==> config.mk <==
export PLATFORM = sky130hd
export DESIGN_NAME = rip_packet_parse_validate_unit
export DESIGN_NICKNAME = d
export VERILOG_FILES = /design/src/rtl/rpv_pkg.sv /design/src/rtl/rpv_parse_core.sv /design/src/rtl/rpv_rsp_stage.sv /design/src/rtl/rip_packet_parse_validate_unit.sv
export SDC_FILE = /design/constraint.sdc
export NUM_CORES = 1
export LEC_CHECK = 0
export CAP_MARGIN = 20
export CORE_ASPECT_RATIO = 0.5
export CORE_MARGIN = 5
export CORE_UTILIZATION = 50
export CTS_CLUSTER_SIZE = 20
export DETAILED_ROUTE_END_ITERATION = 8
export DONT_BUFFER_PORTS = 1
export GPL_TIMING_DRIVEN = 0
export HOLD_SLACK_MARGIN = 0.15
export SLEW_MARGIN = 20
export SYNTH_ARGS = -nofsm -noshare
export SYNTH_HDL_FRONTEND = slang
export SYNTH_SLANG_ARGS = --single-unit
==> constraint.sdc <==
create_clock -name clock -period 15.95 [get_ports clock]
set_clock_uncertainty 0.15 [all_clocks]
set_input_delay 1.595 -clock clock [delete_from_list [all_inputs] [get_ports clock]]
set_output_delay 1.595 -clock clock [all_outputs]
set_load 0.01 [all_outputs]
==> src/rtl/rpv_pkg.sv <==
// Package for the RIPv2 packet parse/validate unit: payload types, header
// offsets, entry layout and protocol codes. No dependencies.
package rpv_pkg;

   // Route entries accepted per packet (1..31).
   localparam int MAX_ENTRIES = 25;

   typedef struct packed {
      logic [7:0]  data_byte;
      logic        start_req;
      logic [15:0] buffer_len;
   } req_payload_type;

   typedef struct packed {
      logic        is_entry;
      logic [4:0]  entry_index;
      logic [1:0]  command;
      logic [31:0] route_addr;
      logic [31:0] route_mask;
      logic [31:0] route_nexthop;
      logic [31:0] route_metric;
      logic        packet_ok;
      logic        last;
   } rsp_payload_type;

   // One processed byte: whether it yields a transaction, and its contents.
   typedef struct packed {
      logic            emit;
      rsp_payload_type rsp;
   } step_result_type;

   typedef logic [1:0] cmd_type;
   typedef logic [5:0] pos_type;
   typedef logic [4:0] slot_type;

   localparam cmd_type CMD_NONE     = 2'd0;
   localparam cmd_type CMD_REQUEST  = 2'd1;
   localparam cmd_type CMD_RESPONSE = 2'd2;

   localparam logic [7:0]  RIP_VERSION  = 8'd2;
   localparam logic [15:0] FAMILY_NONE  = 16'd0;
   localparam logic [15:0] FAMILY_INET  = 16'd2;
   localparam logic [7:0]  METRIC_MIN   = 8'd1;
   localparam logic [7:0]  METRIC_MAX   = 8'd16;

   // Header byte offsets (fixed 20-byte IP header + 8-byte UDP header).
   localparam pos_type POS_TLEN_HI = 6'd2;
   localparam pos_type POS_TLEN_LO = 6'd3;
   localparam pos_type POS_CMD     = 6'd28;
   localparam pos_type POS_VER     = 6'd29;
   localparam pos_type POS_ZERO_HI = 6'd30;
   localparam pos_type POS_ZERO_LO = 6'd31;
   localparam pos_type HDR_BYTES   = 6'd32;

   // Byte slots within a 20-byte route entry.
   localparam slot_type K_FAM_LAST     = 5'd3;
   localparam slot_type K_ADDR_FIRST   = 5'd4;
   localparam slot_type K_MASK_FIRST   = 5'd8;
   localparam slot_type K_MASK_LAST    = 5'd11;
   localparam slot_type K_NHOP_FIRST   = 5'd12;
   localparam slot_type K_METRIC_FIRST = 5'd16;
   localparam slot_type K_METRIC_LAST  = 5'd19;

   localparam int ENTRY_BYTES = 20;

   localparam logic [15:0] MIN_TOTAL      = 16'd32;
   localparam logic [15:0] NO_ENTRY_TOTAL = 16'(32 + ENTRY_BYTES);
   localparam logic [15:0] TOTAL_OVER     = 16'(32 + ENTRY_BYTES * (MAX_ENTRIES + 1));
   localparam logic [15:0] LAST_BASE      = 16'(32 + 2 * ENTRY_BYTES);
   localparam logic [15:0] ENTRY_STRIDE   = 16'(ENTRY_BYTES);

endpackage

==> src/rtl/rpv_parse_core.sv <==
// Parse state and per-byte check logic of the RIPv2 parse/validate unit.
// Depends on rpv_pkg.
module rpv_parse_core (
   input  logic                     clock,
   input  logic                     reset,
   input  logic                     step,
   input  rpv_pkg::req_payload_type req,
   output rpv_pkg::step_result_type result
);
   import rpv_pkg::*;

   logic        active_ff, active_in;
   pos_type     pos_ff, pos_in;
   logic [15:0] limit_ff, limit_in;
   logic [15:0] total_ff, total_in;
   cmd_type     cmd_ff, cmd_in;
   slot_type    k_ff, k_in;
   logic [4:0]  idx_ff, idx_in;
   logic [23:0] ftw_ff, ftw_in;
   logic [31:0] addr_ff, addr_in;
   logic [31:0] mask_ff, mask_in;
   logic [31:0] nhop_ff, nhop_in;
   logic [23:0] metric_ff, metric_in;

   logic        cur_active;
   pos_type     cur_pos;
   logic [15:0] cur_total;
   cmd_type     cur_cmd;
   slot_type    cur_k;
   logic [4:0]  cur_idx;
   logic [7:0]  b;
   logic [1:0]  lane;
   logic [15:0] tlen;
   logic [15:0] fam;
   logic [15:0] tag;
   logic [31:0] m;
   logic [15:0] last_bound;
   logic        fail;
   logic        fin_ok;
   logic        entry_out;
   logic        entry_last;

   function automatic logic [31:0] put_byte(logic [31:0] w, logic [1:0] ln, logic [7:0] v);
      logic [31:0] r;
      r = w;
      case (ln)
         2'd0:    r[7:0]   = v;
         2'd1:    r[15:8]  = v;
         2'd2:    r[23:16] = v;
         default: r[31:24] = v;
      endcase
      return r;
   endfunction

   always_comb begin
      b          = req.data_byte;
      cur_active = active_ff;
      cur_pos    = pos_ff;
      cur_total  = total_ff;
      cur_cmd    = cmd_ff;
      cur_k      = k_ff;
      cur_idx    = idx_ff;
      limit_in   = limit_ff;
      if (req.start_req) begin
         // restart: drop any packet in flight
         cur_active = 1'b1;
         cur_pos    = '0;
         cur_total  = '0;
         cur_cmd    = CMD_NONE;
         cur_k      = '0;
         cur_idx    = '0;
         limit_in   = req.buffer_len;
      end

      active_in = cur_active;
      pos_in    = cur_pos;
      total_in  = cur_total;
      cmd_in    = cur_cmd;
      k_in      = cur_k;
      idx_in    = cur_idx;
      ftw_in    = ftw_ff;
      addr_in   = addr_ff;
      mask_in   = mask_ff;
      nhop_in   = nhop_ff;
      metric_in = metric_ff;

      lane       = cur_k[1:0];
      tlen       = {cur_total[15:8], b};
      fam        = {ftw_ff[7:0], ftw_ff[15:8]};
      tag        = {b, ftw_ff[23:16]};
      m          = {mask_ff[7:0], mask_ff[15:8], mask_ff[23:16], b};
      last_bound = LAST_BASE + 16'(cur_idx) * ENTRY_STRIDE;
      fail       = 1'b0;
      fin_ok     = 1'b0;
      entry_out  = 1'b0;
      entry_last = 1'b0;

      if (cur_active) begin
         if (cur_pos != HDR_BYTES) begin
            pos_in = cur_pos + 6'd1;
            unique case (cur_pos)
               POS_TLEN_HI: total_in = {b, 8'h00};
               POS_TLEN_LO: begin
                  total_in = tlen;
                  if (tlen > limit_in || tlen < MIN_TOTAL || tlen >= TOTAL_OVER) begin
                     fail = 1'b1;
                  end
               end
               POS_CMD: begin
                  if (b == 8'(CMD_REQUEST)) begin
                     cmd_in = CMD_REQUEST;
                  end else if (b == 8'(CMD_RESPONSE)) begin
                     cmd_in = CMD_RESPONSE;
                  end else begin
                     cmd_in = CMD_NONE;
                     fail   = 1'b1;
                  end
               end
               POS_VER:     fail = (b != RIP_VERSION);
               POS_ZERO_HI: fail = (b != 8'h00);
               POS_ZERO_LO: begin
                  if (b != 8'h00) begin
                     fail = 1'b1;
                  end else if (cur_total < NO_ENTRY_TOTAL) begin
                     fin_ok = 1'b1;
                  end
               end
               default: ;
            endcase
         end else begin
            // route entry bytes; every lane of a word lands before it is used
            if (cur_k < K_ADDR_FIRST) begin
               ftw_in = 24'(put_byte({8'h00, ftw_ff}, lane, b));
            end else if (cur_k < K_MASK_FIRST) begin
               addr_in = put_byte(addr_ff, lane, b);
            end else if (cur_k < K_NHOP_FIRST) begin
               mask_in = put_byte(mask_ff, lane, b);
            end else if (cur_k < K_METRIC_FIRST) begin
               nhop_in = put_byte(nhop_ff, lane, b);
            end else begin
               metric_in = 24'(put_byte({8'h00, metric_ff}, lane, b));
            end

            if (cur_k == K_FAM_LAST) begin
               fail = (cur_cmd == CMD_REQUEST && fam != FAMILY_NONE) ||
                      (cur_cmd == CMD_RESPONSE && fam != FAMILY_INET) ||
                      (tag != 16'h0000);
            end else if (cur_k == K_MASK_LAST) begin
               fail = (((m - 32'd1) | m) != 32'hffff_ffff);
            end else if (cur_k == K_METRIC_LAST) begin
               if (metric_ff != 24'h0 || b < METRIC_MIN || b > METRIC_MAX) begin
                  fail = 1'b1;
               end else begin
                  entry_out  = 1'b1;
                  entry_last = (cur_total < last_bound);
               end
            end

            if (cur_k == K_METRIC_LAST) begin
               k_in   = '0;
               idx_in = cur_idx + 5'd1;
            end else begin
               k_in = cur_k + 5'd1;
            end
         end
      end

      if (fail || fin_ok || entry_last) begin
         active_in = 1'b0;
      end

      result                   = '0;
      result.emit              = fail || fin_ok || entry_out;
      result.rsp.is_entry      = entry_out;
      result.rsp.entry_index   = cur_idx;
      result.rsp.command       = cmd_in;
      result.rsp.route_addr    = entry_out ? addr_ff : 32'h0;
      result.rsp.route_mask    = entry_out ? mask_ff : 32'h0;
      result.rsp.route_nexthop = entry_out ? nhop_ff : 32'h0;
      result.rsp.route_metric  = entry_out ? {b, metric_ff} : 32'h0;
      result.rsp.packet_ok     = fin_ok || entry_last;
      result.rsp.last          = fail || fin_ok || entry_last;
   end

   always_ff @(posedge clock) begin
      if (reset) begin
         active_ff <= 1'b0;
         pos_ff    <= '0;
         limit_ff  <= '0;
         total_ff  <= '0;
         cmd_ff    <= CMD_NONE;
         k_ff      <= '0;
         idx_ff    <= '0;
      end else if (step) begin
         active_ff <= active_in;
         pos_ff    <= pos_in;
         limit_ff  <= limit_in;
         total_ff  <= total_in;
         cmd_ff    <= cmd_in;
         k_ff      <= k_in;
         idx_ff    <= idx_in;
      end
   end

   always_ff @(posedge clock) begin
      if (step) begin
         ftw_ff    <= ftw_in;
         addr_ff   <= addr_in;
         mask_ff   <= mask_in;
         nhop_ff   <= nhop_in;
         metric_ff <= metric_in;
      end
   end

endmodule

==> src/rtl/rpv_rsp_stage.sv <==
// Result register of the RIPv2 parse/validate unit with valid/ready output.
// Depends on rpv_pkg.
module rpv_rsp_stage (
   input  logic                     clock,
   input  logic                     reset,
   input  logic                     load,
   input  rpv_pkg::rsp_payload_type load_payload,
   output logic                     rsp_valid,
   input  logic                     rsp_ready,
   output rpv_pkg::rsp_payload_type rsp_payload
);
   import rpv_pkg::*;

   logic            valid_ff, valid_in;
   rsp_payload_type payload_ff;

   // load is only raised when the register is empty or draining
   assign valid_in = load || (valid_ff && !rsp_ready);

   always_ff @(posedge clock) begin
      if (reset) begin
         valid_ff <= 1'b0;
      end else begin
         valid_ff <= valid_in;
      end
   end

   always_ff @(posedge clock) begin
      if (load) begin
         payload_ff <= load_payload;
      end
   end

   assign rsp_valid   = valid_ff;
   assign rsp_payload = payload_ff;

endmodule

==> src/rtl/rip_packet_parse_validate_unit.sv <==
// RIPv2 packet parse/validate unit: top level with the input register.
// Depends on rpv_pkg, rpv_parse_core and rpv_rsp_stage.
//
// Usage:
//   req_* carries one packet byte per transaction in wire order; start_req
//   marks byte 0 and samples buffer_len. A start in mid-packet abandons the
//   old packet silently.
//   rsp_* returns zero or one transaction per input byte: a route entry when
//   its 20th byte passes its checks, or a verdict (last=1) on the first error,
//   on an empty packet at byte 31, or with the final entry.
// Path: a byte accepted into the input register is processed from there, and its
//   result, if any, is registered in the result register that the receiver sees.
// Throughput: one byte per cycle; the input register and the result register
//   each take a new transaction whenever their downstream side moves.
// Reset: synchronous; clears both valid flags and puts the parser idle, so
//   bytes without start_req are dropped until the first start.
// Stall: while rsp_ready is low with a result held, the parse stage holds its
//   byte; req_ready drops once the input register is also full.
module rip_packet_parse_validate_unit (
   input  logic                     clock,
   input  logic                     reset,
   input  logic                     req_valid,
   output logic                     req_ready,
   input  rpv_pkg::req_payload_type req_payload,
   output logic                     rsp_valid,
   input  logic                     rsp_ready,
   output rpv_pkg::rsp_payload_type rsp_payload
);
   import rpv_pkg::*;

   logic            req_valid_ff, req_valid_in;
   req_payload_type req_ff;
   logic            step;
   step_result_type result;

   // the held byte moves on once the result register can take its result
   assign step      = req_valid_ff && (!rsp_valid || rsp_ready);
   assign req_ready = !req_valid_ff || step;

   assign req_valid_in = (req_valid && req_ready) || (req_valid_ff && !step);

   always_ff @(posedge clock) begin
      if (reset) begin
         req_valid_ff <= 1'b0;
      end else begin
         req_valid_ff <= req_valid_in;
      end
   end

   always_ff @(posedge clock) begin
      if (req_valid && req_ready) begin
         req_ff <= req_payload;
      end
   end

   rpv_parse_core u_core (
      .clock  (clock),
      .reset  (reset),
      .step   (step),
      .req    (req_ff),
      .result (result)
   );

   rpv_rsp_stage u_rsp (
      .clock        (clock),
      .reset        (reset),
      .load         (step && result.emit),
      .load_payload (result.rsp),
      .rsp_valid    (rsp_valid),
      .rsp_ready    (rsp_ready),
      .rsp_payload  (rsp_payload)
   );

endmodule

After elaboration in Yosys (flattened, before gate mapping)
Index checks and enable logic that the tools add are counted.

storage, ports and cells
  input port bits = 29
  flip-flop bits (word level) = 360
  logic and storage cells = 183
  output and inout bits = 140

cells by class
  bitwise gates (word level) = 7
  add/subtract/negate cells = 5
  equality and inequality tests = 19
  magnitude comparators = 11
  mux-type cells = 52
  $mul = 1
  reductions and logical operators = 49

operators with widths
  cell                     number
  $mux W16                 4
  $reduce_and A8 Y1        7
  $mux W5                  8
  $lt A16 B6 Y1 const B    2
  $ne A32 B32 Y1 const B   1
  $or A32 B32 Y32          1
  $pmux W16 S2             1
  $reduce_bool A16 Y1      2
  $sub A32 B1 Y32 const B  1
  $mux W1                  29
  $reduce_and A7 Y1        4
  $eq A6 B5 Y1 const B     4
  $reduce_and A6 Y1        4
  $reduce_bool A24 Y1      1
  $mux W6                  3
  $ge A16 B10 Y1 const B   1
  $gt A16 B16 Y1           1
  $lt A16 B16 Y1           1
  $ne A16 B2 Y1 const B    1
  $reduce_and A5 Y1        3
  $logic_or A1 B1 Y1       14
  $eq A6 B2 Y1 const B     2
  $mux W2                  6
  $add A7 B10 Y11 const A  1
  other kinds (24)         42

Logic depth before layout (Yosys ltp)
Gate-level depths: netlist (run 1).

  word-level depth = 13
  depth in mapped cells = 19

By module
Synthesis (run 1) repeated with hierarchy kept, for this count alone.

unflattened totals
  cell total of the unflattened synthesis = 1054
  area total of the unflattened synthesis = 14521.4 um^2

modules (own cells, without submodules)
  module                          cells an instance  times used  area an instance (um^2)  sequential area each (um^2)
  rpv_parse_core                  879                1           9506.6                   5305.1
  rpv_rsp_stage                   142                1           4182.8                   4164.0
  rip_packet_parse_validate_unit  33                 1           832.0                    770.7

Worst setup path before layout (run 1)
No wires, ideal clock.

  kind = flip-flop to flip-flop
  start = register req_ff[16] (netlist bit)
  end = register u_rsp.payload_ff, in the netlist u_rsp.rsp_payload[0] (enable)
  clock period less this slack = 10.743 ns
  buffers on the path = 4
  cell stages (with the launch flop) = 14
  data arrival time = 9.876 ns
  setup time = 0.717 ns
  path slack = 5.207 ns
  required time = 15.083 ns
  path through = edfxtp_1 clkbuf_1 clkbuf_1 clkbuf_1 clkbuf_1 mux2i_1 ha_1 nand4_1 nor4_1 a21boi_0 or4b_2 a21o_1 nand2_1 a31oi_1

on the way
  word-level cells in the longest chain between the ends = 11

ends and longest elaborated chain
  item                                                  RTL line                                      text
  start, declared                                       rip_packet_parse_validate_unit.sv:32          req_payload_type req_ff;
  start signal, assigned                                rip_packet_parse_validate_unit.sv:52          req_ff <= req_payload;
  $mux W16 / $mux W2 (equally long branches)            rpv_parse_core.sv:64                          if (req.start_req) begin
  $gt A16 B16 Y1, or another cell as far along          rpv_parse_core.sv:105                         if (tlen > limit_in || tlen < MIN_TOTAL || tlen >= TOTAL_OVER) begin
  $logic_or A1 B1 Y1, or another cell as far along      rpv_parse_core.sv:105
  $logic_or A1 B1 Y1 (on tied branches)                 rpv_parse_core.sv:105, rpv_parse_core.sv:145
  $mux W1 / $logic_or A1 B1 Y1 (equally long branches)  rpv_parse_core.sv:105, rpv_parse_core.sv:146
  $pmux W1 S5 / $mux W1 (equally long branches)         rpv_parse_core.sv:101, rpv_parse_core.sv:144
  $mux W1                                               rpv_parse_core.sv:99                          if (cur_pos != HDR_BYTES) begin
  $mux W1                                               rpv_parse_core.sv:98                          if (cur_active) begin
  $logic_or A1 B1 Y1                                    rpv_parse_core.sv:173                         result.emit = fail || fin_ok || entry_out;
  $logic_or A1 B1 Y1 (*)                                rpv_parse_core.sv:173
  $logic_and A1 B1 Y1 (*)                               rip_packet_parse_validate_unit.sv:67          .load (step && result.emit),
  net u_rsp.load                                        rpv_rsp_stage.sv:6                            input logic load,
  end signal, assigned                                  rpv_rsp_stage.sv:30                           payload_ff <= load_payload;
  end, declared                                         rpv_rsp_stage.sv:15                           rsp_payload_type payload_ff;

Mark *: on every way through the listed nets, which the timed path passes. The rest lies on a longest branch.
A chain may end at the register's enable or synchronous reset.

Worst setup path in the final report (run 1)
  start = register req_ff[16] (netlist bit)
  end = register u_rsp.payload_ff, in the netlist u_rsp.rsp_payload[16] (enable)

The elaborated chain is that of the path after synthesis.

==> results of run 1 <==
==> registers in the layout (all words and copies together) (netlist names) <==
name               cells
req_ff                25
req_valid_ff           1
u_core.total_ff       14
u_core.ftw_ff         24
u_core.pos_ff          6
u_core.cmd_ff          2
u_core.mask_ff        32
u_core.addr_ff        32
u_rsp.rsp_payload    138
u_rsp.rsp_valid        1
u_core.nhop_ff        32
u_core.metric_ff      24
u_core.idx_ff          5
u_core.k_ff            5
u_core.active_ff       1
u_core.limit_ff       16
==> path summary, 6_finish.rpt <==
| check | start | endpoint | cells past startpoint | slack [ns] |
|---|---|---|---|---|
| worst max register to register | req_ff[16] | u_rsp.rsp_payload[16] | 17 | 9.80 |
| worst max-delay path | req_ff[16] | u_rsp.rsp_payload[16] | 17 | 9.80 |
| worst min register to register | u_core.limit_ff[0] | u_core.limit_ff[0] | 2 | 0.31 |
| worst min-delay path | u_core.limit_ff[0] | u_core.limit_ff[0] | 2 | 0.31 |
==> synthesized netlist by cell type (5+ instances only) <==
cell,number
sky130_fd_sc_hd__and2_1,116
sky130_fd_sc_hd__a22oi_1,19
sky130_fd_sc_hd__a21oi_1,32
sky130_fd_sc_hd__nand4_1,9
sky130_fd_sc_hd__a211oi_1,20
sky130_fd_sc_hd__xor2_1,5
sky130_fd_sc_hd__nor4_1,19
sky130_fd_sc_hd__ha_1,38
sky130_fd_sc_hd__clkbuf_1,44
sky130_fd_sc_hd__nor3_1,13
sky130_fd_sc_hd__edfxtp_1,307
sky130_fd_sc_hd__mux2i_1,15
sky130_fd_sc_hd__o211ai_1,5
sky130_fd_sc_hd__o21ai_0,15
sky130_fd_sc_hd__nand2_1,46
sky130_fd_sc_hd__nand2b_1,6
sky130_fd_sc_hd__nand3_1,12
sky130_fd_sc_hd__inv_1,10
sky130_fd_sc_hd__dfxtp_1,51
sky130_fd_sc_hd__nor2b_1,23
sky130_fd_sc_hd__o21ai_1,15
sky130_fd_sc_hd__xnor2_1,8
sky130_fd_sc_hd__nor2_1,92
==> metal layers <==
layer / vias up / wire length, um / track usage
met5: - / 0 / 0
met4: 0 / 716 / 0.04603
met3: 57 / 1961 / 0.04091
met2: 291 / 14590 / 0.3161
met1: 4068 / 14700 / 0.2812
li1: 3848 / - / -
==> power by group <==
part / leakage, nW / switching, mW / internal, mW / total (mW)
sequential: 2.97 / 0.0143 / 1.02 / 1.04
combinational: 1.77 / 0.0442 / 0.0210 / 0.0653
clock: 0.516 / 0.339 / 0.422 / 0.761
total: 5.25 / 0.398 / 1.47 / 1.86
==> layout make-up <==
cell class	count	area, um^2
Fill cell	2255	11730
Sequential cell	358	10240
Tap cell	382	478.0
Inverter	13	48.80
Timing Repair Buffer	13	295.3
Buffer	47	192.7
Multi-Input combinational cell	609	3850
Clock inverter	18	140.1
Clock buffer	41	898.4
==> stage by stage <==
step                      cells  instance area (um^2)  utilization
after CTS                  1480                 16120       0.5783
after detailed placement   1421                 15080       0.5410
after floorplan            1027                 14320            -
final                      1481                 16140       0.5792
after global routing       1481                 16140       0.5792
after global placement     1409                 14790       0.5308
==> logic make-up (layout without fill, tap and decap cells) <==
kind of cell | after synthesis | in the layout | synth area share
AND/OR/NAND/NOR | 367 | 367 | 0.1390
flip-flops | 358 | 358 | 0.7202
AO/OA/AOI/OAI | 147 | 147 | 0.06935
buffers and inverters | 60 | 132 | 0.01698
adder cells (fa/ha/maj) | 39 | 39 | 0.03485
multiplexers | 16 | 16 | 0.01135
XOR/XNOR | 13 | 13 | 0.008009
other | 1 | 27 | 0.0002638
==> worst max-delay path, stage by stage, from the launching register on <==
cell	delay, ns
sky130_fd_sc_hd__edfxtp_1	0.33
sky130_fd_sc_hd__clkbuf_1	0.51
sky130_fd_sc_hd__clkbuf_1	0.48
sky130_fd_sc_hd__clkbuf_1	0.62
sky130_fd_sc_hd__clkbuf_1	0.66
sky130_fd_sc_hd__mux2i_1	0.34
sky130_fd_sc_hd__ha_1	0.28
sky130_fd_sc_hd__a211oi_1	0.25
sky130_fd_sc_hd__o21bai_1	0.13
sky130_fd_sc_hd__o21ba_1	0.19
sky130_fd_sc_hd__or4b_2	0.62
sky130_fd_sc_hd__a21o_1	0.23
sky130_fd_sc_hd__nand2_1	0.16
sky130_fd_sc_hd__a31oi_4	0.18
sky130_fd_sc_hd__buf_16	0.23
sky130_fd_sc_hd__buf_16	0.18
sky130_fd_sc_hd__buf_16	0.17
sky130_fd_sc_hd__buf_16	0.17
==> cell usage in the layout, fill, tap and decap left out, types with 4 or more instances in the layout <==
cell type,netlist,layout
sky130_fd_sc_hd__clkbuf_16,0,35
sky130_fd_sc_hd__conb_1,1,27
sky130_fd_sc_hd__nor2b_1,23,23
sky130_fd_sc_hd__and3_1,4,4
sky130_fd_sc_hd__mux2i_1,15,15
sky130_fd_sc_hd__inv_1,10,10
sky130_fd_sc_hd__nand2_1,46,46
sky130_fd_sc_hd__dfxtp_1,51,51
sky130_fd_sc_hd__a21oi_1,32,32
sky130_fd_sc_hd__nand2b_1,6,6
sky130_fd_sc_hd__clkbuf_1,44,50
sky130_fd_sc_hd__xor2_1,5,5
sky130_fd_sc_hd__buf_8,0,5
sky130_fd_sc_hd__nand3_1,12,12
sky130_fd_sc_hd__or3_1,4,4
sky130_fd_sc_hd__nor2_1,92,92
sky130_fd_sc_hd__nor3_1,13,13
sky130_fd_sc_hd__o21bai_1,4,4
sky130_fd_sc_hd__o211ai_1,5,5
sky130_fd_sc_hd__o41ai_1,4,4
sky130_fd_sc_hd__buf_16,0,8
sky130_fd_sc_hd__clkinv_2,0,9
sky130_fd_sc_hd__nand4_1,9,9
sky130_fd_sc_hd__and2_1,116,115
sky130_fd_sc_hd__nor4_1,19,19
sky130_fd_sc_hd__xnor2_1,8,8
sky130_fd_sc_hd__clkinv_1,1,5
sky130_fd_sc_hd__a211oi_1,20,20
sky130_fd_sc_hd__a22oi_1,19,19
sky130_fd_sc_hd__o21ai_0,15,15
sky130_fd_sc_hd__o21ai_1,15,15
sky130_fd_sc_hd__edfxtp_1,307,307
sky130_fd_sc_hd__ha_1,38,38
==> metrics.log, run 1 <==
INFO  metric final_setup_fails = 0
INFO  metric power_density_relative_to_cell_area = 115.4 nW/um^2
INFO  metric postSynth.asyncResetShare = 0
INFO  metric grt_max_degree = 26
INFO  metric cts_buffers = 34
INFO  metric route.detailed.vias_per_inst = 5.580
INFO  metric number_of_iterations_in_the_first_detailed_routing_pass = 6
INFO  metric postCtsSetupBuffers = 0
INFO  metric path_class = reg -> reg
INFO  metric drv_cap = 0
INFO  metric detail_route.drc_violations = 0
INFO  metric cts-root-to-sink-buffers = 3
INFO  metric globalRouteOverflowTotal = 0
INFO  metric clock_latency = 0.52 ns
INFO  metric netlist.top_cell.by_area = sky130_fd_sc_hd__edfxtp_1
INFO  metric dp_hpwl = 22.13 mm
INFO  metric whs = 0.3118 ns
INFO  metric power.static_leakage = 5.250 nW
INFO  metric synth-edff-count = 307
INFO  metric totalNegativeSetupSlack = 0 ns
INFO  metric final.min_clock_period = 6.146 ns
INFO  metric max_freq = 162.7 MHz
INFO  metric diodes = 0
INFO  metric synthesis.area = 14220 um^2
INFO  metric die_area = 32110 um^2
INFO  metric endpoint_required_time_on_the_critical_path = 16.08 ns
INFO  metric worst_setup_path_start_kind = flip-flop
INFO  metric clock_pin_slew_on_the_worst_setup_and_hold_paths = 0.06 ns
INFO  metric netlist_instances = 1001
INFO  metric ctsResizeCount = 0
INFO  metric crit_path_max_fanout = 21
INFO  metric cts_root_buf = sky130_fd_sc_hd__clkbuf_16
INFO  metric drt_first_iter_violations = 768
INFO  metric finalHoldViolations = 0
INFO  metric port_buffers = 0
INFO  metric die_h = 129.2 um
INFO  metric drive_gt1_frac = 0.07006
INFO  metric hold_path.class = reg -> reg
INFO  metric syn-mean-instance-area = 14.20 um^2
INFO  metric detailedPlace.worstSlack = 9.902 ns
INFO  metric drv_slew = 0
INFO  metric floorplan.initialDensity = 0.5101
INFO  metric relSlewSlack = 0.2285
INFO  metric final_cycle_utilization_of_the_critical_path = 0.3853
INFO  metric ys_types = 69
INFO  metric synth_largest_type_area_fraction = 0.6484
INFO  metric syn_to_final_growth = 13.54%
INFO  metric routed_wire_length_per_instance = 21.59 um
INFO  metric synth.top_cells.by_area = sky130_fd_sc_hd__edfxtp_1 (65%), sky130_fd_sc_hd__dfxtp_1 (7.2%), sky130_fd_sc_hd__and2_1 (5.1%), sky130_fd_sc_hd__ha_1 (3.3%), sky130_fd_sc_hd__nor2_1 (2.4%)
INFO  metric outcome = finished, final reports clean
INFO  metric rsz_0062_raised_after_global_routing = no
INFO  metric number_of_global_route_vias_before_repair = 8113
INFO  metric layout.nets = 1144
INFO  metric cts_tree = done
INFO  metric yosys_warnings = 0
INFO  metric end_kind = flip-flop
INFO  metric totalPowerFinal = 1.863 mW
INFO  metric ys_ff_latch = 358
INFO  metric die-width = 248.5 um
INFO  metric synth_sequential_area_ratio = 0.7202
INFO  metric htree_num_levels = 2
INFO  metric core_region_area = 27870 um^2
INFO  metric num_vias = 8264
INFO  metric grt_first_pass_wirelength = 48.73 mm
INFO  metric routed_wl = 31.97 mm
INFO  metric ant_nets = 0
INFO  metric top_level_ports = 169
INFO  metric final_critical_path_setup_slack = 9.804 ns
INFO  metric gp_congestion = 0.9119
INFO  metric clock_sink_count = 358
INFO  metric transition_time_at_the_pin_with_the_least_slew_margin = 1.157 ns
INFO  metric num_rows = 43
INFO  metric grt_usage = 0.1965
INFO  metric ys_dominant_reg_cell = sky130_fd_sc_hd__edfxtp_1
INFO  metric grt_antenna_before_repair = 0
INFO  metric cts_hold_repair.buffers = 0
INFO  metric peakVddDrop = 97.59 uV
INFO  metric cp_data_arrival_time = 6.27 ns
No activity file was read; power rests on OpenSTA's default activity.
==> inputs of run 2 (changes only) <==
Clock period 15.95 ns to 5.93 ns, I/O delays scaled along.
==> run 2 against run 1 <==
Net effect:
- total power rose to 2.7 times the previous value
- first-iteration DRC count shrank 12%
- flip-flop and latch count unchanged
- wire length increased by 0.36%
- critical path type unchanged
- critical endpoint is now u_rsp.rsp_payload[61]
==> metrics.log, run 2 (synthesis gave the netlist of run 1 again) <==
INFO  metric outcome = finished, final reports clean
INFO  metric clock_pin_slew_on_the_worst_setup_and_hold_paths = 0.07 ns (about the same)
INFO  metric die_area = 32110 um^2 (unchanged)
INFO  metric hold_path.class = reg -> reg
INFO  metric cp_data_arrival_time = 5.74 ns (-0.53 ns)
INFO  metric drive_gt1_frac = 0.07010 (about the same)
INFO  metric grt_max_degree = 26 (unchanged)
INFO  metric route.detailed.vias_per_inst = 5.537 (-0.77%)
INFO  metric layout.nets = 1170 (+2.3%)
INFO  metric hold_path.startpoint = u_core.limit_ff[0]
INFO  metric gp_congestion = 0.9349 (+2.5%)
INFO  metric crit_path_max_fanout = 22 (+4.8%)
INFO  metric detailedPlace.worstSlack = -0.2677 ns (-10.17 ns)
INFO  metric detail_route.drc_violations = 0 (unchanged)
INFO  metric syn_to_final_growth = 15.40%
INFO  metric grt_first_pass_wirelength = 49.55 mm (+1.7%)
INFO  metric port_buffers = 0 (unchanged)
INFO  metric clock_sink_count = 358 (unchanged)
INFO  metric clock_latency = 0.59 ns (+0.07 ns)
INFO  metric number_of_iterations_in_the_first_detailed_routing_pass = 5 (-1)
INFO  metric floorplan.initialDensity = 0.5101 (unchanged)
INFO  metric peakVddDrop = 249.7 uV (+160%)
INFO  metric cts_tree = done
INFO  metric post_dp_cell_area = 15100 um^2 (+0.16%)
INFO  metric most-common-layout-cells = sky130_fd_sc_hd__edfxtp_1 (307), sky130_fd_sc_hd__and2_1 (116), sky130_fd_sc_hd__nor2_1 (92), sky130_fd_sc_hd__dfxtp_1 (51)
INFO  metric num_rows = 43 (unchanged)
INFO  metric post_route_design_area = 16410 um^2 (+1.6%)
INFO  metric finalNonFillerCells = 1510 (+2.0%)
INFO  metric top_level_ports = 169 (unchanged)
INFO  metric dpl.cell_count = 1423 (+0.14%)
INFO  metric path_class = reg -> reg
INFO  metric critical_path.startpoint = req_ff[16]
INFO  metric end_kind = flip-flop
INFO  metric timing.rr.start = req_ff[16]
INFO  metric power.static_leakage = 5.367 nW (+2.2%)
INFO  metric totalPowerFinal = 5.015 mW (+170%)
INFO  metric globalRouteOverflowTotal = 0 (unchanged)
INFO  metric largest_register_ffs = 138 (unchanged)
INFO  metric final_setup_fails = 0 (unchanged)
INFO  metric drv_cap = 0 (unchanged)
INFO  metric num_vias = 8361 (+1.2%)
INFO  metric grt_usage = 0.1981 (+0.001683)
INFO  metric worst_setup_path_start_kind = flip-flop
INFO  metric ff2ff_setup_slack = 0.38 ns (-9.43 ns)
INFO  metric routed_wire_length_per_instance = 21.25 um (-1.6%)
INFO  metric utilization = 0.5887 (+0.009473)
INFO  metric die-width = 248.5 um (unchanged)
INFO  metric routed_wl = 32.09 mm (+0.36%)
INFO  metric most_frequent_standard_cell_in_the_layout_excluding_fill_and_tap_cells = sky130_fd_sc_hd__edfxtp_1
INFO  metric max_freq = 180.0 MHz (+11%)
INFO  metric dp_hpwl = 22.05 mm (-0.37%)
INFO  metric core_region_area = 27870 um^2 (unchanged)
INFO  metric power_density_relative_to_cell_area = 305.6 nW/um^2 (+160%)
INFO  metric cts_buffers = 31 (-8.8%)
INFO  metric rsz_0062_raised_after_global_routing = no
INFO  metric drv_slew = 0 (unchanged)
INFO  metric drt_first_iter_violations = 678 (-12%)
INFO  metric cts-root-to-sink-buffers = 3 (unchanged)
INFO  metric cts_root_buf = sky130_fd_sc_hd__clkbuf_16
INFO  metric finalHoldViolations = 0 (unchanged)
INFO  metric transition_time_at_the_pin_with_the_least_slew_margin = 1.139 ns (-0.01830 ns)
INFO  metric die_h = 129.2 um (unchanged)
INFO  metric number_of_global_route_vias_before_repair = 8344 (+2.8%)
INFO  metric endpoint_required_time_on_the_critical_path = 6.12 ns (-9.96 ns)
INFO  metric htree_num_levels = 1 (-1)
INFO  metric final_critical_path_setup_slack = 0.3753 ns (-9.428 ns)
INFO  metric relSlewSlack = 0.2407 (+0.01220)
INFO  metric final_cycle_utilization_of_the_critical_path = 0.9367 (+0.5514)
INFO  metric ant_nets = 0 (unchanged)
INFO  metric grt_antenna_before_repair = 1 (+1)
INFO  metric final.min_clock_period = 5.555 ns (-0.5915 ns)
run 2: cell types whose count changed in the layout (fill, tap and decap cells not counted), moves of 2 or more:
cell / change
sky130_fd_sc_hd__buf_6: +2
sky130_fd_sc_hd__bufinv_16: +2
sky130_fd_sc_hd__clkbuf_1: -4
sky130_fd_sc_hd__clkbuf_16: -3
sky130_fd_sc_hd__clkbuf_2: +5
sky130_fd_sc_hd__clkinv_2: -2
sky130_fd_sc_hd__clkinv_4: -2
sky130_fd_sc_hd__clkinv_8: -2
sky130_fd_sc_hd__dlygate4sd3_1: +28
run 2: final cells by class:
class                   count  area (um^2)
clock buffers              41        844.6
inverters                  13        48.80
repair buffers             43        578.1
multi-input cells         609         3849
clock inverters            17        171.4
flip-flops and latches    358        10240
diodes                      1        2.502
well taps                 382        478.0
plain buffers              46        195.2
fillers                  2261        11460
run 2: path summary, 6_finish.rpt:
| kind | end | cells after the start |
|---|---|---|
| worst max-delay path | u_rsp.rsp_payload[61] | 17 |
| worst min-delay path | u_core.limit_ff[0] | 2 |
| worst max register to register | u_rsp.rsp_payload[61] | 17 |
| worst min register to register | u_core.limit_ff[0] | 2 |
run 2: timing repair:
action / in CTS / in global routing
pin swaps: 1 / 0
endpoints found under the hold margin: 27 / 0
gates cloned: 0 / 0
resized for setup: 0 / 6
endpoints found under the setup margin: 55 / 55
buffers inserted: 1 / 0
hold buffers: 28 / 0
run 2: worst max-delay path, cell delays in order, from the launching register on:
cell and delay, ns:
sky130_fd_sc_hd__edfxtp_1 0.67, sky130_fd_sc_hd__clkbuf_1 0.48, sky130_fd_sc_hd__clkbuf_2 0.41, sky130_fd_sc_hd__clkbuf_2 0.40, sky130_fd_sc_hd__mux2i_1 0.31, sky130_fd_sc_hd__ha_1 0.28
sky130_fd_sc_hd__a211oi_1 0.25, sky130_fd_sc_hd__o21bai_1 0.14, sky130_fd_sc_hd__o21ba_1 0.18, sky130_fd_sc_hd__or4b_2 0.62, sky130_fd_sc_hd__a21o_1 0.23, sky130_fd_sc_hd__nand2_1 0.16
sky130_fd_sc_hd__a31oi_4 0.13, sky130_fd_sc_hd__buf_16 0.20, sky130_fd_sc_hd__buf_16 0.17, sky130_fd_sc_hd__buf_16 0.17, sky130_fd_sc_hd__buf_16 0.16, sky130_fd_sc_hd__buf_16 0.16
run 2: metal layers:
| metal | wire, um | global-route usage |
|---|---|---|
| met3 | 1734 | 0.03891 |
| met5 | 0 | 0 |
| met4 | 622 | 0.03987 |
| met2 | 15190 | 0.3304 |
| met1 | 14540 | 0.2783 |
run 2: where the power goes:
| part | internal [mW] | total, mW | switching, mW |
|---|---|---|---|
| sequential | 2.75 | 2.79 | 0.0409 |
| combinational | 0.0663 | 0.185 | 0.119 |
| clock | 1.14 | 2.04 | 0.903 |
| total | 3.95 | 5.01 | 1.06 |
run 2: through the flow:
step | hold WS [ns] | TNS, ns
floorplan | 0.2822 | 0
CTS | 0.3105 | 0
finish | 0.3107 | 0
detailed placement | 0.3005 | -9.097
global route | 0.3575 | 0
global placement | 0.2895 | -306.43
==> inputs of run 3 (changes only) <==
Settings changed: BUFFER_PORTS_ARGS set to -buffer_cell sky130_fd_sc_hd__buf_2, DONT_BUFFER_PORTS 1 to not set, PLACE_DENSITY set to 0.7.
==> run 3 against run 2 <==
Net effect:
- combinational power up 4%
- clock power shrank 3%
- clock-buffer cell count grew 1
- final area is 4.5% higher
- critical endpoint is now u_rsp.rsp_payload[54]
- maximum frequency decreased by 1.1%
==> metrics.log, run 3 (synthesis gave the netlist of run 1 again) <==
INFO  metric drv_slew = 0 (unchanged)
INFO  metric final.min_clock_period = 5.617 ns (+0.06258 ns)
INFO  metric total_area_of_multi_input_combinational_cells = 3849 um^2 (unchanged)
INFO  metric drv_cap = 0 (unchanged)
INFO  metric die_area = 32110 um^2 (unchanged)
INFO  metric dp_hpwl = 22.49 mm (+2.0%)
INFO  metric most-common-layout-cells = sky130_fd_sc_hd__edfxtp_1 (307), sky130_fd_sc_hd__buf_2 (168), sky130_fd_sc_hd__and2_1 (116), sky130_fd_sc_hd__nor2_1 (92), sky130_fd_sc_hd__dfxtp_1 (51)
INFO  metric die-width = 248.5 um (unchanged)
INFO  metric routed_wl = 32.51 mm (+1.3%)
INFO  metric die_h = 129.2 um (unchanged)
INFO  metric cts_root_buf = sky130_fd_sc_hd__clkbuf_16
INFO  metric ff2ff_setup_slack = 0.31 ns (-0.06 ns)
INFO  metric crit-reg2reg-capture = u_rsp.rsp_payload[54]
INFO  metric hold_path.class = in -> reg
INFO  metric num_vias = 9010 (+7.8%)
INFO  metric core_region_area = 27870 um^2 (unchanged)
INFO  metric port_buffers = 167 (+167)
INFO  metric detail_route.drc_violations = 0 (unchanged)
INFO  metric endpoint_required_time_on_the_critical_path = 6.06 ns (-0.06 ns)
INFO  metric number_of_iterations_in_the_first_detailed_routing_pass = 5 (unchanged)
INFO  metric routed_wire_length_per_instance = 19.50 um (-8.2%)
INFO  metric timing.critical_path.buf_inv = 8 (unchanged)
INFO  metric max_freq = 178.0 MHz (-1.1%)
INFO  metric cts_tree = done
INFO  metric cp_data_arrival_time = 5.75 ns (about the same)
INFO  metric final_setup_fails = 0 (unchanged)
INFO  metric ff_latch_area = 10240 um^2 (unchanged)
INFO  metric htree_num_levels = 1 (unchanged)
INFO  metric route.detailed.vias_per_inst = 5.405 (-2.4%)
INFO  metric diodes = 0 (-1)
INFO  metric grt_usage = 0.1990 (+0.0008991)
INFO  metric floorplan.initialDensity = 0.5101 (unchanged)
INFO  metric crit_path_max_fanout = 23 (+4.5%)
INFO  metric ant_nets = 0 (unchanged)
INFO  metric path_class = reg -> reg
INFO  metric cp_slowest_cell = sky130_fd_sc_hd__clkbuf_1
INFO  metric rsz_0062_raised_after_global_routing = no
INFO  metric largest_register_ffs = 138 (unchanged)
INFO  metric power_density_relative_to_cell_area = 289.7 nW/um^2 (-5.2%)
INFO  metric globalRouteOverflowTotal = 0 (unchanged)
INFO  metric fillCellCount = 2171 (-4.0%)
INFO  metric outcome = finished, final reports clean
INFO  metric grt_antenna_before_repair = 0 (-1)
INFO  metric top_level_ports = 169 (unchanged)
INFO  metric drive_gt1_frac = 0.1844 (+0.1143)
INFO  metric transition_time_at_the_pin_with_the_least_slew_margin = 1.058 ns (-0.08110 ns)
INFO  metric peakVddDrop = 261.9 uV (+4.9%)
INFO  metric worst_setup_path_start_kind = flip-flop
INFO  metric crit_chain = clkbuf_1, clkbuf_1, clkbuf_2, clkbuf_1, nor2b_1, ha_1, nand4_1, nor4_1, a21boi_0, or4b_2, a21o_1, nand2_1, a31oi_4, buf_16, buf_16, buf_16, buf_16
INFO  metric drt_first_iter_violations = 822 (+21%)
INFO  metric gate_family_responsible_for_the_most_delay_along_the_worst_path = buffers and inverters
INFO  metric grt_first_pass_wirelength = 50.40 mm (+1.7%)
INFO  metric num_rows = 43 (unchanged)
INFO  metric final_cycle_utilization_of_the_critical_path = 0.9473 (+0.01055)
INFO  metric layout.nets = 1333 (+14%)
INFO  metric number_of_global_route_vias_before_repair = 9080 (+8.8%)
INFO  metric grt_max_degree = 27 (+3.8%)
INFO  metric hold-path-endpoint = req_valid_ff
INFO  metric timing.rr.start = req_ff[16]
INFO  metric cts_buffers = 31 (unchanged)
INFO  metric end_kind = flip-flop
INFO  metric power.static_leakage = 5.794 nW (+8.0%)
INFO  metric cts-root-to-sink-buffers = 3 (unchanged)
INFO  metric totalPowerFinal = 4.967 mW (-0.95%)
INFO  metric finalHoldViolations = 0 (unchanged)
INFO  metric path_depth_of_the_worst_reg2reg_path = 17 (unchanged)
INFO  metric clock_sink_count = 358 (unchanged)
INFO  metric cp_common_cell = sky130_fd_sc_hd__buf_16
INFO  metric clock_latency = 0.58 ns (about the same)
INFO  metric holdPathStages = 4 (+2)
INFO  metric totalNegativeSetupSlack = 0 ns (unchanged)
INFO  metric finalNonFillerCells = 1667 (+10%)
INFO  metric clock_pin_slew_on_the_worst_setup_and_hold_paths = 0.07 ns (about the same)
INFO  metric most_frequent_standard_cell_in_the_layout_excluding_fill_and_tap_cells = sky130_fd_sc_hd__edfxtp_1
INFO  metric critPathMaxStageDelay = 0.51 ns (-0.16 ns)
INFO  metric gp_congestion = 0.9147 (-2.2%)
INFO  metric dpl.cell_count = 1586 (+11%)
INFO  metric syn_to_final_growth = 20.60%
INFO  metric relSlewSlack = 0.2948 (+0.05407)
INFO  metric hold_path.startpoint = rsp_ready
run 3: cell types whose count changed in the layout (fill, tap and decap cells not counted), sizes merged:
cell	previous run	this run
buf	18	182
clkinv	13	8
clkbuf	84	86
dlygate4sd3	28	26
clkinvlp	1	0
diode	1	0
run 3: worst max-delay path by stage:
stage          startpoint                    end  slack (ns)  cells after the start
5_1_grt        req_ff[16]  u_rsp.rsp_payload[58]        0.13                     17
6_report       req_ff[16]  u_rsp.rsp_payload[54]        0.31                     17
4_1_cts        req_ff[16]  u_rsp.rsp_payload[60]        0.16                     17
3_5_place_dp   req_ff[16]   u_rsp.rsp_payload[4]       -0.19                     17
3_3_place_gp   req_ff[16]   u_rsp.rsp_payload[8]       -2.07                     13
2_1_floorplan  req_ff[16]   u_rsp.rsp_payload[0]        0.09                     13
run 3: layer usage:
metal | wire length, um | vias to the layer above | global-route usage
met2 | 15850 | 290 | 0.3431
li1 | - | 4224 | -
met5 | 0 | - | 0
met1 | 13870 | 4424 | 0.2634
met4 | 898 | 0 | 0.05867
met3 | 1889 | 72 | 0.03791
run 3: timing repair:
item / CTS / global route
buffers inserted: 1 / 0
endpoints found under the setup margin: 43 / 46
pin swaps: 1 / 0
endpoints found under the hold margin: 26 / 0
hold buffers: 26 / 0
resized for setup: 1 / 4
run 3: power by group:
part           internal [mW]  switching, mW  leakage, nW
logic                 0.0711          0.122         2.35
clock network           1.11          0.870        0.475
registers               2.75         0.0389         2.97
total                   3.94           1.03         5.79
run 3: worst reg2reg max path, delay by kind of cell, from the launching register on:
family                   cells  cell delay, ns
buffers and inverters        8            2.63
AND/OR/NAND/NOR              5            1.14
AO/OA/AOI/OAI                3            0.72
adder cells (fa/ha/maj)      1            0.34
flip-flops                   1            0.32
run 3: final cells by class:
cell class / count / share of cell area
tap: 382 / 0.02788
multi-input combinational: 609 / 0.2245
clock buffer: 42 / 0.04882
buffer: 47 / 0.01160
clock inverter: 11 / 0.008100
timing repair buffer: 205 / 0.07910
inverter: 13 / 0.002846
sequential: 358 / 0.5972
run 3: per-stage QoR:
step	setup WS (ns)	utilization	hold slack (ns)	cell area [um^2]
floorplan	0.09219	-	0.2822	14330
global placement	-2.069	0.5614	0.2917	15650
detailed placement	-0.1938	0.5699	0.2967	15880
CTS	0.1603	0.6146	0.2069	17130
global route	0.1325	0.6152	0.2663	17150
finish	0.3127	0.6152	0.2314	17150
